==> src/hw/rtl/pstk_pkg.sv <==
// Shared types and constants of the priority-sorted keyed table.
package pstk_pkg;

  // Operation codes carried in the input tuser.
  localparam logic [1:0] OP_INSERT = 2'd0;
  localparam logic [1:0] OP_DELETE = 2'd1;
  localparam logic [1:0] OP_LOOKUP = 2'd2;

  // Status codes carried in the output tuser.
  localparam logic [1:0] ST_OK   = 2'd0;
  localparam logic [1:0] ST_DUP  = 2'd1;
  localparam logic [1:0] ST_FULL = 2'd2;
  localparam logic [1:0] ST_MISS = 2'd3;

  // Field widths of the stream items.
  localparam int unsigned OP_W     = 2;
  localparam int unsigned KEY_W    = 8;
  localparam int unsigned PRIO_W   = 16;
  localparam int unsigned POLICY_W = 8;
  localparam int unsigned STATUS_W = 2;
  localparam int unsigned POS_W    = 4;
  localparam int unsigned COUNT_W  = 5;

  // Packed stream widths, rounded up to whole bytes.
  localparam int unsigned IN_TDATA_W  = 32;
  localparam int unsigned OUT_TDATA_W = 40;

  // Result of comparing one stored entry against the item being processed.
  typedef struct packed {
    logic key_eq;
    logic prio_gt;
  } cmp_res_t;

endpackage

==> src/hw/rtl/pstk_mem.sv <==
// Entry storage of the table: one write port and one registered read port.
module pstk_mem
  import pstk_pkg::*;
#(
  parameter int unsigned DEPTH = 16,
  parameter int unsigned WIDTH = 32
) (
  input  logic                     clk,
  input  logic                     we,
  input  logic [$clog2(DEPTH)-1:0] waddr,
  input  logic [WIDTH-1:0]         wdata,
  input  logic [$clog2(DEPTH)-1:0] raddr,
  output logic [WIDTH-1:0]         rdata
);

  logic [WIDTH-1:0] mem [DEPTH];

  // Write first-port, read second-port; read data is registered.
  always_ff @(posedge clk) begin
    if (we) begin
      mem[waddr] <= wdata;
    end
    rdata <= mem[raddr];
  end

endmodule

==> src/hw/rtl/pstk_cmp.sv <==
// Shared compare unit: matches a stored entry against the current key and priority.
module pstk_cmp
  import pstk_pkg::*;
#(
  parameter int unsigned KEY_BITS  = 8,
  parameter int unsigned PRIO_BITS = 16
) (
  input  logic [KEY_BITS-1:0]  ent_key,
  input  logic [PRIO_BITS-1:0] ent_prio,
  input  logic [KEY_BITS-1:0]  ref_key,
  input  logic [PRIO_BITS-1:0] ref_prio,
  output cmp_res_t             res
);

  // Key equality finds duplicates and targets; strictly greater priority finds the slot.
  always_comb begin
    res.key_eq  = (ent_key == ref_key);
    res.prio_gt = (ent_prio > ref_prio);
  end

endmodule

==> src/hw/rtl/priority_sorted_keyed_table.sv <==
// Order of work: a scan compares every stored entry, then the result is loaded once the output
// register is free; an insert adds a placement step, plus a shift-up walk when it moves entries,
// and a delete that moves entries adds a shift-down walk.
// Throughput: one item at a time; in_tready returns the cycle after the result is loaded, and
// the single read port of the entry memory sets the walk length.
// Reset clears the entry count and the handshake state; slots above the count are never read.
module priority_sorted_keyed_table
  import pstk_pkg::*;
#(
  parameter int unsigned DEPTH     = 16,
  parameter int unsigned KEY_BITS  = 8,
  parameter int unsigned PRIO_BITS = 16
) (
  input  logic                   clk,
  input  logic                   rst_n,
  // Input item.
  input  logic                   in_tvalid,
  output logic                   in_tready,
  input  logic [IN_TDATA_W-1:0]  in_tdata,   // key_id[7:0], prio[23:8], policy_tag[31:24]
  input  logic [OP_W-1:0]        in_tuser,   // op[1:0]
  // Result item.
  output logic                   out_tvalid,
  input  logic                   out_tready,
  output logic [OUT_TDATA_W-1:0] out_tdata,  // position[3:0], found_prio[19:4],
                                             // found_policy[27:20], count[32:28], zeros above
  output logic [STATUS_W-1:0]    out_tuser   // status[1:0]
);

  localparam int unsigned IW = $clog2(DEPTH);
  localparam int unsigned CW = $clog2(DEPTH + 1);
  localparam int unsigned EW = KEY_BITS + PRIO_BITS + POLICY_W;

  typedef enum logic [2:0] {
    S_IDLE,
    S_SCAN,
    S_SHUP,
    S_SHDN,
    S_PUT,
    S_DONE
  } state_t;

  state_t state_r, state_nxt;

  // Control registers.
  logic          out_valid_r, out_valid_nxt;
  logic [CW-1:0] cnt_r, cnt_nxt;
  logic [CW-1:0] rd_idx_r, rd_idx_nxt;
  logic          rd_pend_r, rd_pend_nxt;
  logic [IW-1:0] pend_idx_r, pend_idx_nxt;
  logic          iss_done_r, iss_done_nxt;
  logic          hit_r, hit_nxt;
  logic          gt_found_r, gt_found_nxt;

  // Payload registers.
  logic [OP_W-1:0]      op_r, op_nxt;
  logic [KEY_BITS-1:0]  key_r, key_nxt;
  logic [PRIO_BITS-1:0] prio_r, prio_nxt;
  logic [POLICY_W-1:0]  tag_r, tag_nxt;
  logic [IW-1:0]        hit_idx_r, hit_idx_nxt;
  logic [PRIO_BITS-1:0] hit_prio_r, hit_prio_nxt;
  logic [POLICY_W-1:0]  hit_pol_r, hit_pol_nxt;
  logic [IW-1:0]        ins_idx_r, ins_idx_nxt;
  logic [STATUS_W-1:0]  res_status_r, res_status_nxt;
  logic [IW-1:0]        res_pos_r, res_pos_nxt;
  logic [PRIO_BITS-1:0] res_prio_r, res_prio_nxt;
  logic [POLICY_W-1:0]  res_pol_r, res_pol_nxt;
  logic [OUT_TDATA_W-1:0] out_data_r, out_data_nxt;
  logic [STATUS_W-1:0]  out_user_r, out_user_nxt;

  // Memory port signals.
  logic          mem_we;
  logic [IW-1:0] mem_waddr;
  logic [EW-1:0] mem_wdata;
  logic [IW-1:0] mem_raddr;
  logic [EW-1:0] mem_rdata;

  logic [KEY_BITS-1:0]  rd_key;
  logic [PRIO_BITS-1:0] rd_prio;
  logic [POLICY_W-1:0]  rd_pol;
  cmp_res_t             cmp;

  logic          in_fire;
  logic          scan_done;
  logic [CW-1:0] del_src;

  pstk_mem #(
    .DEPTH (DEPTH),
    .WIDTH (EW)
  ) u_mem (
    .clk   (clk),
    .we    (mem_we),
    .waddr (mem_waddr),
    .wdata (mem_wdata),
    .raddr (mem_raddr),
    .rdata (mem_rdata)
  );

  // Stored entries are packed as policy, priority, key from the top down.
  assign rd_key  = mem_rdata[KEY_BITS-1:0];
  assign rd_prio = mem_rdata[KEY_BITS +: PRIO_BITS];
  assign rd_pol  = mem_rdata[KEY_BITS+PRIO_BITS +: POLICY_W];

  pstk_cmp #(
    .KEY_BITS  (KEY_BITS),
    .PRIO_BITS (PRIO_BITS)
  ) u_cmp (
    .ent_key  (rd_key),
    .ent_prio (rd_prio),
    .ref_key  (key_r),
    .ref_prio (prio_r),
    .res      (cmp)
  );

  assign in_tready  = (state_r == S_IDLE);
  assign in_fire    = in_tvalid && in_tready;
  assign out_tvalid = out_valid_r;
  assign out_tdata  = out_data_r;
  assign out_tuser  = out_user_r;
  assign scan_done  = (rd_idx_r == cnt_r) && !rd_pend_r;
  assign del_src    = CW'(hit_idx_r) + CW'(1);

  // Sequencer: scan, shift and write steps over the memory's one read and one write port.
  always_comb begin
    state_nxt      = state_r;
    out_valid_nxt  = out_valid_r;
    cnt_nxt        = cnt_r;
    rd_idx_nxt     = rd_idx_r;
    rd_pend_nxt    = 1'b0;
    pend_idx_nxt   = pend_idx_r;
    iss_done_nxt   = iss_done_r;
    hit_nxt        = hit_r;
    gt_found_nxt   = gt_found_r;
    op_nxt         = op_r;
    key_nxt        = key_r;
    prio_nxt       = prio_r;
    tag_nxt        = tag_r;
    hit_idx_nxt    = hit_idx_r;
    hit_prio_nxt   = hit_prio_r;
    hit_pol_nxt    = hit_pol_r;
    ins_idx_nxt    = ins_idx_r;
    res_status_nxt = res_status_r;
    res_pos_nxt    = res_pos_r;
    res_prio_nxt   = res_prio_r;
    res_pol_nxt    = res_pol_r;
    out_data_nxt   = out_data_r;
    out_user_nxt   = out_user_r;
    mem_we         = 1'b0;
    mem_waddr      = '0;
    mem_wdata      = '0;
    mem_raddr      = rd_idx_r[IW-1:0];

    // The result register empties when the item is taken.
    if (out_valid_r && out_tready) begin
      out_valid_nxt = 1'b0;
    end

    unique case (state_r)
      S_IDLE: begin
        if (in_fire) begin
          op_nxt       = in_tuser;
          key_nxt      = KEY_BITS'(in_tdata[KEY_W-1:0]);
          prio_nxt     = PRIO_BITS'(in_tdata[KEY_W +: PRIO_W]);
          tag_nxt      = in_tdata[KEY_W+PRIO_W +: POLICY_W];
          rd_idx_nxt   = '0;
          hit_nxt      = 1'b0;
          gt_found_nxt = 1'b0;
          state_nxt    = S_SCAN;
        end
      end

      S_SCAN: begin
        // Issue the next read while slots remain.
        if (rd_idx_r < cnt_r) begin
          rd_pend_nxt  = 1'b1;
          pend_idx_nxt = rd_idx_r[IW-1:0];
          rd_idx_nxt   = rd_idx_r + CW'(1);
        end
        // Consume the read issued in the previous cycle.
        if (rd_pend_r) begin
          if (cmp.key_eq && !hit_r) begin
            hit_nxt      = 1'b1;
            hit_idx_nxt  = pend_idx_r;
            hit_prio_nxt = rd_prio;
            hit_pol_nxt  = rd_pol;
          end
          if (cmp.prio_gt && !gt_found_r) begin
            gt_found_nxt = 1'b1;
            ins_idx_nxt  = pend_idx_r;
          end
        end
        // Decide once every stored slot has been compared.
        if (scan_done) begin
          res_status_nxt = ST_MISS;
          res_pos_nxt    = '0;
          res_prio_nxt   = '0;
          res_pol_nxt    = '0;
          state_nxt      = S_DONE;
          priority if (op_r == OP_INSERT) begin
            if (hit_r) begin
              res_status_nxt = ST_DUP;
              res_pos_nxt    = hit_idx_r;
            end else if (cnt_r == CW'(DEPTH)) begin
              res_status_nxt = ST_FULL;
            end else if (gt_found_r) begin
              rd_idx_nxt   = cnt_r - CW'(1);
              iss_done_nxt = 1'b0;
              state_nxt    = S_SHUP;
            end else begin
              ins_idx_nxt = cnt_r[IW-1:0];
              state_nxt   = S_PUT;
            end
          end else if ((op_r == OP_DELETE || op_r == OP_LOOKUP) && hit_r) begin
            res_status_nxt = ST_OK;
            res_pos_nxt    = hit_idx_r;
            res_prio_nxt   = hit_prio_r;
            res_pol_nxt    = hit_pol_r;
            if (op_r == OP_DELETE) begin
              if (del_src < cnt_r) begin
                rd_idx_nxt   = del_src;
                iss_done_nxt = 1'b0;
                state_nxt    = S_SHDN;
              end else begin
                cnt_nxt = cnt_r - CW'(1);
              end
            end
          end else begin
            res_status_nxt = ST_MISS;
          end
        end
      end

      S_SHUP: begin
        // Move entries one slot up, from the top down to the insertion slot.
        if (!iss_done_r) begin
          rd_pend_nxt  = 1'b1;
          pend_idx_nxt = rd_idx_r[IW-1:0];
          if (rd_idx_r == CW'(ins_idx_r)) begin
            iss_done_nxt = 1'b1;
          end else begin
            rd_idx_nxt = rd_idx_r - CW'(1);
          end
        end
        if (rd_pend_r) begin
          mem_we    = 1'b1;
          mem_waddr = pend_idx_r + IW'(1);
          mem_wdata = mem_rdata;
        end
        if (iss_done_r && !rd_pend_r) begin
          state_nxt = S_PUT;
        end
      end

      S_SHDN: begin
        // Move entries one slot down, closing the gap left by the removed entry.
        if (!iss_done_r) begin
          rd_pend_nxt  = 1'b1;
          pend_idx_nxt = rd_idx_r[IW-1:0];
          if (rd_idx_r == cnt_r - CW'(1)) begin
            iss_done_nxt = 1'b1;
          end else begin
            rd_idx_nxt = rd_idx_r + CW'(1);
          end
        end
        if (rd_pend_r) begin
          mem_we    = 1'b1;
          mem_waddr = pend_idx_r - IW'(1);
          mem_wdata = mem_rdata;
        end
        if (iss_done_r && !rd_pend_r) begin
          cnt_nxt   = cnt_r - CW'(1);
          state_nxt = S_DONE;
        end
      end

      S_PUT: begin
        // Write the new entry into the freed slot.
        mem_we         = 1'b1;
        mem_waddr      = ins_idx_r;
        mem_wdata      = {tag_r, prio_r, key_r};
        cnt_nxt        = cnt_r + CW'(1);
        res_status_nxt = ST_OK;
        res_pos_nxt    = ins_idx_r;
        res_prio_nxt   = '0;
        res_pol_nxt    = '0;
        state_nxt      = S_DONE;
      end

      S_DONE: begin
        // Load the result once the output register is free.
        if (!out_valid_r || out_tready) begin
          out_valid_nxt = 1'b1;
          out_user_nxt  = res_status_r;
          out_data_nxt  = {
            (OUT_TDATA_W - POS_W - PRIO_W - POLICY_W - COUNT_W)'(0),
            COUNT_W'(cnt_r),
            res_pol_r,
            PRIO_W'(res_prio_r),
            POS_W'(res_pos_r)
          };
          state_nxt     = S_IDLE;
        end
      end

      default: begin
        state_nxt = S_IDLE;
      end
    endcase
  end

  // State, control and payload registers; reset clears control only, and not pend_idx_r.
  always_ff @(posedge clk) begin
    if (!rst_n) begin
      state_r     <= S_IDLE;
      out_valid_r <= 1'b0;
      cnt_r       <= '0;
      rd_idx_r    <= '0;
      rd_pend_r   <= 1'b0;
      iss_done_r  <= 1'b0;
      hit_r       <= 1'b0;
      gt_found_r  <= 1'b0;
    end else begin
      state_r     <= state_nxt;
      out_valid_r <= out_valid_nxt;
      cnt_r       <= cnt_nxt;
      rd_idx_r    <= rd_idx_nxt;
      rd_pend_r   <= rd_pend_nxt;
      iss_done_r  <= iss_done_nxt;
      hit_r       <= hit_nxt;
      gt_found_r  <= gt_found_nxt;
    end
    pend_idx_r   <= pend_idx_nxt;
    op_r         <= op_nxt;
    key_r        <= key_nxt;
    prio_r       <= prio_nxt;
    tag_r        <= tag_nxt;
    hit_idx_r    <= hit_idx_nxt;
    hit_prio_r   <= hit_prio_nxt;
    hit_pol_r    <= hit_pol_nxt;
    ins_idx_r    <= ins_idx_nxt;
    res_status_r <= res_status_nxt;
    res_pos_r    <= res_pos_nxt;
    res_prio_r   <= res_prio_nxt;
    res_pol_r    <= res_pol_nxt;
    out_data_r   <= out_data_nxt;
    out_user_r   <= out_user_nxt;
  end

  // The entry count never passes the table depth.
  a_cnt_bound : assert property (@(posedge clk) disable iff (!rst_n)
    cnt_r <= CW'(DEPTH))
    else $error("entry count beyond table depth");

  // The memory is written only during shift and placement steps.
  a_we_state : assert property (@(posedge clk) disable iff (!rst_n)
    mem_we |-> (state_r == S_SHUP || state_r == S_SHDN || state_r == S_PUT))
    else $error("memory write outside a write step");

  // Placing a new entry raises the count by exactly one.
  a_put_count : assert property (@(posedge clk) disable iff (!rst_n)
    (state_r == S_PUT) |=> (cnt_r == $past(cnt_r) + CW'(1)))
    else $error("insert did not raise the entry count");

  // An accepted item always starts a scan; items are taken only in the idle state.
  a_accept_idle : assert property (@(posedge clk) disable iff (!rst_n)
    in_fire |=> (state_r == S_SCAN))
    else $error("accepted item did not start a scan");

endmodule

==> config.mk <==
export PLATFORM = sky130hd
export DESIGN_NAME = priority_sorted_keyed_table
export DESIGN_NICKNAME = d
export VERILOG_FILES = /design/src/hw/rtl/pstk_pkg.sv /design/src/hw/rtl/pstk_mem.sv /design/src/hw/rtl/pstk_cmp.sv /design/src/hw/rtl/priority_sorted_keyed_table.sv
export SDC_FILE = /design/constraint.sdc
export NUM_CORES = 1
export LEC_CHECK = 0
export ABC_AREA = 1
export ABC_CLOCK_PERIOD_IN_PS = 7070
export BUFFER_PORTS_ARGS = -buffer_cell sky130_fd_sc_hd__buf_4
export CORE_ASPECT_RATIO = 1.75
export CORE_MARGIN = 1.5
export CORE_UTILIZATION = 42
export DETAILED_ROUTE_END_ITERATION = 16
export PLACE_DENSITY_LB_ADDON = 0.25
export SLEW_MARGIN = 20
export SYNTH_ARGS = -nofsm -noshare
export SYNTH_HDL_FRONTEND = slang
export SYNTH_SLANG_ARGS = --single-unit
==> constraint.sdc <==
create_clock -name clk -period 7.07 [get_ports clk]
set_clock_uncertainty 0.05 [all_clocks]
set_input_delay 1.414 -clock clk [delete_from_list [all_inputs] [get_ports clk]]
set_output_delay 1.414 -clock clk [all_outputs]
set_load 0.01 [all_outputs]
Yosys cells after proc, flatten, opt, wreduce, memory -nomap -nowiden:

Memories as Yosys holds them, arrays and structs flattened. A register that Yosys moved wholly into a read port is not among the register bits.
Cells that the tools add are included.
W data, S select, Z words.

* register bits: 153
* memory bits (writable): 512
* input port bits: 38
* output and inout bits: 44
* word-level logic and storage cells: 202
* memories: 1

* add/subtract/negate cells: 7
* $lt $le $gt $ge: 3
* equal/unequal tests: 36
* muxes and demuxes: 99
* reduce and logical (&&, ||, !) cells: 33

Memories
* u_mem.mem: words 16, width 32, read ports 1, clocked after memory_dff 1, wr ports 1, RTL line pstk_mem.sv:16 `logic [WIDTH-1:0] mem [DEPTH];`

Operators by type and width (count)
* $mux W5: 20
* $pmux W32 S2: 1
* $mux W4: 15
* $mux W16: 3
* $mux W3: 12
* $ne A2 B2 Y1 const B: 17
* $mux W32: 1
* $pmux W16 S2: 1
* $mux W1: 26
* $mux W8: 3
* $pmux W5 S4: 1
* $ne A3 B3 Y1 const B: 6
* $pmux W3 S6: 1
* $gt A16 B16 Y1: 1
* $pmux W4 S2: 2
* $pmux W8 S2: 1
* $pmux W5 S3: 1
* $pmux W4 S3: 1
* $add A5 B1 Y5 const B: 2
* $eq A5 B5 Y1: 2
* $lt A5 B5 Y1: 2
* $sub A5 B1 Y5 const B: 2
* $eq A8 B8 Y1: 1
* $mux W2: 4
* 30 further kinds: 52

Logic depth before layout (Yosys ltp):

Gate-level depths: netlist of the first run.

* depth in word-level cells: 9
* mapped depth: 17
* depth with buffers taken out: 17

Modules after synthesis:

From an unflattened synthesis of the first run, not the netlist that was laid out.

* cell total of the unflattened synthesis: 2844
* area, all modules: 30252.8 um2

By module, submodules not included
* pstk_mem: times used 1, cells each 2120, area an instance 22744.3 um2, sequential area each 16015.4 um2
* priority_sorted_keyed_table: times used 1, cells each 636, area an instance 6970.4 um2, sequential area each 4414.2 um2
* pstk_cmp: times used 1, cells each 88, area an instance 538.0 um2, sequential area each 0.0 um2

Least setup slack after synthesis of the first run:

No wires, ideal clock.

* path kind: input port to flip-flop
* start point: input port out_tready
* end point: register out_data_r[0] (netlist: out_tdata[0]), enable pin
* setup time: 0.515 ns
* arrival time: 4.808 ns
* required time: 6.505 ns
* setup slack: 1.697 ns
* stages on the path: 2
* buffers on the path: 0
* cells stage by stage: nor2_1 -> nor4_1

* cells in the longest elaborated chain, start to end: 2

RTL lines
* start, declared: RTL line priority_sorted_keyed_table.sv:23 `input logic out_tready,`
* $logic_or A1 B1 Y1: RTL line priority_sorted_keyed_table.sv:290 `if (!out_valid_r || out_tready) begin`
* $reduce_and A2 Y1 (no line)
* end signal, assigned: RTL line priority_sorted_keyed_table.sv:344 `out_data_r <= out_data_nxt;`
* end, declared: RTL line priority_sorted_keyed_table.sv:67 `logic [OUT_TDATA_W-1:0] out_data_r, out_data_nxt;`

Every way passes these cells.
A chain may end at the register's enable or synchronous reset.

Final worst setup path of the first run:

* start point: register state_r[1]
* end point: memory u_mem.mem[11][29], enable pin

* cells in the longest elaborated chain, start to end: 5
* elaborated cells between the ends (all ways): 8
* those cells by class: eq/ne: 3; mux: 4; reduce/logical: 1

RTL lines
* start, declared: RTL line priority_sorted_keyed_table.sv:42 `state_t state_r, state_nxt;`
* start signal, assigned: RTL line priority_sorted_keyed_table.sv:322 `state_r <= state_nxt;`
* $eq A3 B2 Y1: RTL line priority_sorted_keyed_table.sv:157 `unique case (state_r)`
* $reduce_or A2 Y1 (no line)
* $pmux W1 S2: RTL line priority_sorted_keyed_table.sv:157
* $mux W1: RTL line pstk_mem.sv:20 `if (we) begin`
* $mux W1 (not written as such): RTL line pstk_mem.sv:21 `mem[waddr] <= wdata;`
* end, declared: RTL line pstk_mem.sv:16

Parallel ways exist; a longest one is shown, timed or not.

==> metrics.csv, run 1 <==
metric,value,unit
Clk pwr share,30.4,%
Slew Limit Fails,0,
DR vias/cell,5.531,
PwrDens,368.0,nW/um^2
number of diodes,0,
critical path's top delay family,simple AND/OR/NAND/NOR gates,
Die W,197.7,um
total wire length,73770,um
largest net degree at the start of global routing,213,
TritonCTS clock tree,built,
CTS H-tree lvls,2,
first-pass GRT wire length,109400,um
"FF+latch count, synth",697,
Antenna Nets Post-Route,0,
Net Sw Frac,32.33,%
final setup vio count,0,
combinational fraction of design power,23.4,%
Hold WS,0.3652,ns
fin crit period,3.901,ns
Vias,17680,
Final period util,55.17,%
cell at the slowest stage of the critical path,nor2_4,
CP Capture Type,flop,
Async SR Flop Fraction,0,%
worst path buffer plus inverter count,3,
max incr delay on CP,0.91,ns
Startpoint Class,flop,
Clock transition at path regs,0.07,ns
P&R area growth vs syn,13.85,%
Final Total Pwr,11.68,mW
CTS root buf,clkbuf_16,
Core ar.,65470,sq um
Cell Rows,124,
routed len/inst,23.07,um
yosys warns,0,
vias in the first global route,17480,
Syn Inst Count,2212,
CP arrival,4.09,ns
"Top FF cell, synth",edfxtp_1,
Sum Neg Setup Slack,0,ns
initial drt markers,1616,
Hold Fails Final Rpt,0,
Die H,343.7,um
synthesized area,27870,sq um
Remaining DRCs,0,
initial antenna violation count,0,
layout net count,2336,
Worst-Margin Slew,1.164,ns
Worst Hold Class,flop to flop,
clk sinks,697,
CP Cell Sequence,"nor2_2, inv_2, nor2_2, buf_4, inv_2, nor2_1, a21oi_1, nand2_1, nor2_4",
placed instance count,3081,
Seq pwr share,46.2,%
IR Drop Worst-Case VDD,0.2595,mV
Post-synth EDFFs,647,
"critical path fanouts, max",34,
Static Leak,11.59,nW
Final Non-Filler Cells,3197,
TritonCTS Buffers,59,
Starting Density,42.56,%
slew margin rel.,22.23,%
"Req. time, crit path",7.26,ns
I/O pins,82,
detailed placement HPWL,47440,um
Routability Congestion,0.9002,
internal power,7.901,mW
sw power,3.775,mW
Syn Area/Cell,12.60,sq um
"Distinct cells, synth",43,
drt first pass iters,5,
MaxCap Viol Count,0,
unrepaired setup endpoints after global routing,no,
Achievable Freq,256.4,MHz
GR Overflow Total,0,
Filler cells,5755,
"Setup Fix Bufs, Post-CTS",0,
full die area,67960,sq um
Crit Path Category,flop to flop,
worst-skew pair later-pin latency,0.63,ns
layout cells sized above 1,11.66,%
status,finished clean,
clk buf depth,3,
sequential area share after synthesis,73.32,%
IO buf count,74,
CTS resizes,0,
CTS Hold Bufs,0,
Tot GR Track Use,21.80,%
==> Yosys cell counts (9+ instances only) <==
master	instances	area, sq um
o21ai_0	294	1471
a22o_1	12	105.1
inv_2	13	48.80
edfxtp_1	647	19430
buf_2	35	175.2
nand4_1	19	118.9
inv_1	111	416.7
clkbuf_1	77	289.0
o22ai_1	86	538.0
a21oi_1	33	165.2
nand2_1	227	852.1
nand3_1	91	455.4
xor2_1	9	78.83
o211ai_1	19	142.6
dfxtp_1	50	1001
nor2_1	348	1306
o221ai_1	48	420.4
ha_1	34	425.4
==> kinds of logic after synthesis <==
family	after synthesis	synth area share [%]
AND/OR/NAND/NOR	711	10.50
flip-flops	697	73.32
AO/OA/AOI/OAI	503	10.50
buffers and inverters	251	3.673
adder cells (fa/ha/maj)	34	1.527
XOR/XNOR	15	0.4715
other	1	0.01346
==> through the flow <==
step | instance area, sq um | setup slack [ns] | util (%)
floorplan | 27890 | 1.697 | -
global placement | 29430 | 3.269 | 44.96
detailed placement | 29460 | 3.220 | 45.00
CTS | 31610 | 3.206 | 48.28
global route | 31730 | 2.952 | 48.46
finish | 31730 | 3.169 | 48.46
==> registers in the layout, summed over array words and instances, names as in the netlist, 16 cells and up <==
signal / count
u_mem.rdata: 32
u_mem.mem: 512
prio_r: 16
hit_prio_r: 16
res_prio_r: 16
out_tdata: 33
==> placed cells by master, fill, tap and decap left out, drive strengths merged, types with 2 or more instances in the layout <==
cell type	Yosys	layout
o211ai	19	19
inv	124	125
clkinvlp	0	3
o22ai	86	86
a211oi	2	2
conb	1	7
clkbuf	77	81
nor2	353	353
bufinv	0	10
nand2	231	231
nand4	19	19
nor4	4	4
xnor2	6	6
o21a	2	2
a31o	3	3
xor2	9	9
buf	48	110
o221ai	48	48
nand3	93	93
or2	4	4
a22o	12	12
dfxtp	50	50
nor3	4	4
a21oi	33	33
edfxtp	647	647
ha	34	34
o21ai	297	297
clkinv	2	19
==> cell type report <==
type	count	area [sq um]	area share [%]
timing repair buffer	110	938.4	2.958
clock inverter	31	439.2	1.384
sequential	697	20440	64.43
multi-input combinational	1270	6614	20.85
clock buffer	81	1712	5.395
inverter	126	479.2	1.510
tap	882	1104	3.478
==> power groups by stage <==
stage                     Sequential [mW]  Clock [mW]  Combinational, mW
after floorplan                      5.29           0               1.85
after global placement               5.47           0               2.67
after detailed placement             5.48           0               2.73
after CTS                            5.39        3.60               2.74
after global routing                 5.42        3.74               3.03
final                                5.39        3.55               2.73
==> per-layer routing <==
metal  track usage (%)  part of all wire (%)
met1             25.49                    37
met4             9.653                   4.3
met3             2.833                   6.2
met2             39.73                    53
met5                 0                     0
==> final timing paths <==
path | startpoint | endpoint | slack, ns | cells past startpoint
max | state_r[1] | u_mem.mem[11][29] | 3.17 | 9
min | res_pol_r[4] | out_tdata[24] | 0.37 | 0
max reg2reg | state_r[1] | u_mem.mem[11][29] | 3.17 | 9
min reg2reg | res_pol_r[4] | out_tdata[24] | 0.37 | 0
No activity file was read; power rests on OpenSTA's default activity.
==> run 2, diff against run 1 <==
Settings changed: ABC_CLOCK_PERIOD_IN_PS 7070 to 3300.
Clock period 7.07 ns to 3.3 ns, I/O delays scaled along.
==> run 2 against run 1 <==
  * Non-clock buffer count increased by 54
  * Global-route usage increased by 1.2 points
  * Worst setup slack got worse by 2.7 ns
  * Register-to-register slack worse by 2.7 ns
  * Maximum frequency increased by 39%
  * Critical path type unchanged
==> metrics.csv, run 2 (synthesis gave the netlist of run 1 again) <==
metric,value,unit,change
I/O pins,82,,unchanged
unrepaired setup endpoints after global routing,no,,
CTS resizes,0,,unchanged
Die W,197.7,um,unchanged
Setup WS post-layout,0.4945,ns,-2.675 ns
routed length on met3,3717,um,-18%
met1 wire length,27880,um,+2.5%
most frequent cells in the layout,"edfxtp_1, nor2_1, o21ai_0",,
Sum Neg Setup Slack,0,ns,unchanged
status,finished clean,,
Remaining DRCs,0,,unchanged
CTS root buf,clkbuf_16,,
drt first pass iters,5,,unchanged
Antenna Nets Post-Route,0,,unchanged
P&R area growth vs syn,14.91,%,
Largest register FFs,512,,unchanged
Vias,18040,,+2.0%
placed cell area,29970,sq um,+1.7%
fin crit period,2.806,ns,-1.095 ns
Cell Rows,124,,unchanged
initial antenna violation count,1,,+1
Layout Utilization,48.91,%,+0.45 points
Startpoint Class,flop,,
Hold WS,0.1437,ns,-0.2214 ns
Crit Path Category,flop to flop,,
CP Cell Sequence,"nor2_2, inv_2, nor2_2, inv_2, nor2_1, a21oi_1, nand2_1, nor2_4, buf_12",,
largest net degree at the start of global routing,150,,-30%
"Req. time, crit path",3.56,ns,-3.70 ns
total wire length,77860,um,+5.5%
Filler cells,5777,,+0.38%
Tot GR Track Use,23.00,%,+1.2 points
max incr delay on CP,0.50,ns,-0.41 ns
DR vias/cell,5.549,,+0.31%
"commonest non-fill, non-tap cell in the layout",edfxtp_1,,
PwrDens,781.4,nW/um^2,+110%
full die area,67960,sq um,unchanged
Final period util,85.02,%,+30 points
clk buf depth,3,,unchanged
Routability Congestion,0.9003,,about the same
initial drt markers,1683,,+4.1%
Achievable Freq,356.4,MHz,+39%
Static Leak,11.82,nW,+2.0%
Slew Limit Fails,0,,unchanged
CTS Hold Bufs,0,,unchanged
Clock transition at path regs,0.07,ns,about the same
"critical path fanouts, max",25,,-26%
design area,32020,sq um,+0.93%
GR Overflow Total,0,,unchanged
TritonCTS Buffers,60,,+1.7%
IR Drop Worst-Case VDD,0.5893,mV,+130%
final setup vio count,0,,unchanged
MaxCap Viol Count,0,,unchanged
top routing layer used,met4,,
"Setup Fix Bufs, Post-CTS",0,,unchanged
CTS H-tree lvls,2,,unchanged
Hold Fails Final Rpt,0,,unchanged
IO buf count,74,,unchanged
worst-skew pair later-pin latency,0.64,ns,about the same
cell at the slowest stage of the critical path,dfxtp_1,,
first-pass GRT wire length,114100,um,+4.2%
Worst R2R Setup Slack,0.49,ns,-2.67 ns
CP arrival,3.07,ns,-1.02 ns
WL met2,41840,um,+7.6%
CP Capture Type,flop,,
Setup WS pre-CTS,0.5071,ns,-2.713 ns
number of diodes,0,,unchanged
TritonCTS clock tree,built,,
clk sinks,697,,unchanged
routed len/inst,23.94,um,+3.8%
Die H,343.7,um,unchanged
layout cells sized above 1,13.21,%,+1.5 points
Worst-Margin Slew,0.8282,ns,-0.3356 ns
Top reg by flops,u_mem.mem,,
Worst Hold Class,primary input to flop,,
vias in the first global route,17890,,+2.4%
slew margin rel.,44.62,%,+22 points
layout net count,2391,,+2.4%
detailed placement HPWL,51320,um,+8.2%
Core ar.,65470,sq um,unchanged
Starting Density,42.56,%,unchanged
run 2: cell count changes in the layout (fill, tap and decap cells not counted), sizes merged:
cell | previous run | this run
buf | 110 | 164
clkbuf | 81 | 86
bufinv | 10 | 7
clkinvlp | 3 | 1
clkinv | 19 | 20
run 2: final cells by class:
cell class / count / area (sq um) / area share [%]
flip-flops and latches: 697 / 20440 / 63.83
multi-input cells: 1270 / 6600 / 20.61
clock buffers: 86 / 1722 / 5.377
repair buffers: 164 / 1344 / 4.197
well taps: 882 / 1104 / 3.446
inverters: 126 / 479.2 / 1.497
clock inverters: 27 / 332.8 / 1.039
run 2: worst paths after layout:
| kind | from | endpoint | depth (start not counted) |
|---|---|---|---|
| max reg2reg | state_r[1] | u_mem.mem[10][5] | 9 |
| max | state_r[1] | u_mem.mem[10][5] | 9 |
| min reg2reg | res_pos_r[3] | out_tdata[3] | 0 |
| min | in_tdata[13] | prio_r[5] | 1 |
run 2: critical path: cells and delay by family, from the launching register on:
kind | cells | cell delay [ns]
buffers and inverters | 3 | 0.54
AND/OR/NAND/NOR | 5 | 1.02
flip-flops | 1 | 0.50
AO/OA/AOI/OAI | 1 | 0.36
run 2: power breakdown:
part | switching [mW] | internal, mW
clock network | 3.16 | 4.18
logic | 4.51 | 1.76
registers | 0.531 | 10.9
total | 8.21 | 16.8
run 2: layer usage:
| layer | global-route usage, % | up-vias |
|---|---|---|
| met4 | 12.87 | 0 |
| met1 | 25.40 | 9002 |
| li1 | - | 8229 |
| met3 | 2.324 | 169 |
| met5 | 0 | - |
| met2 | 42.85 | 644 |
run 2: metrics by stage:
step | cells | total power, mW
6_report | 3252 | 25.02
5_1_grt | 3252 | 26.05
4_1_cts | 3252 | 25.12
3_5_place_dp | 3139 | 17.84
3_3_place_gp | 3139 | 17.75
2_1_floorplan | 2218 | 15.31
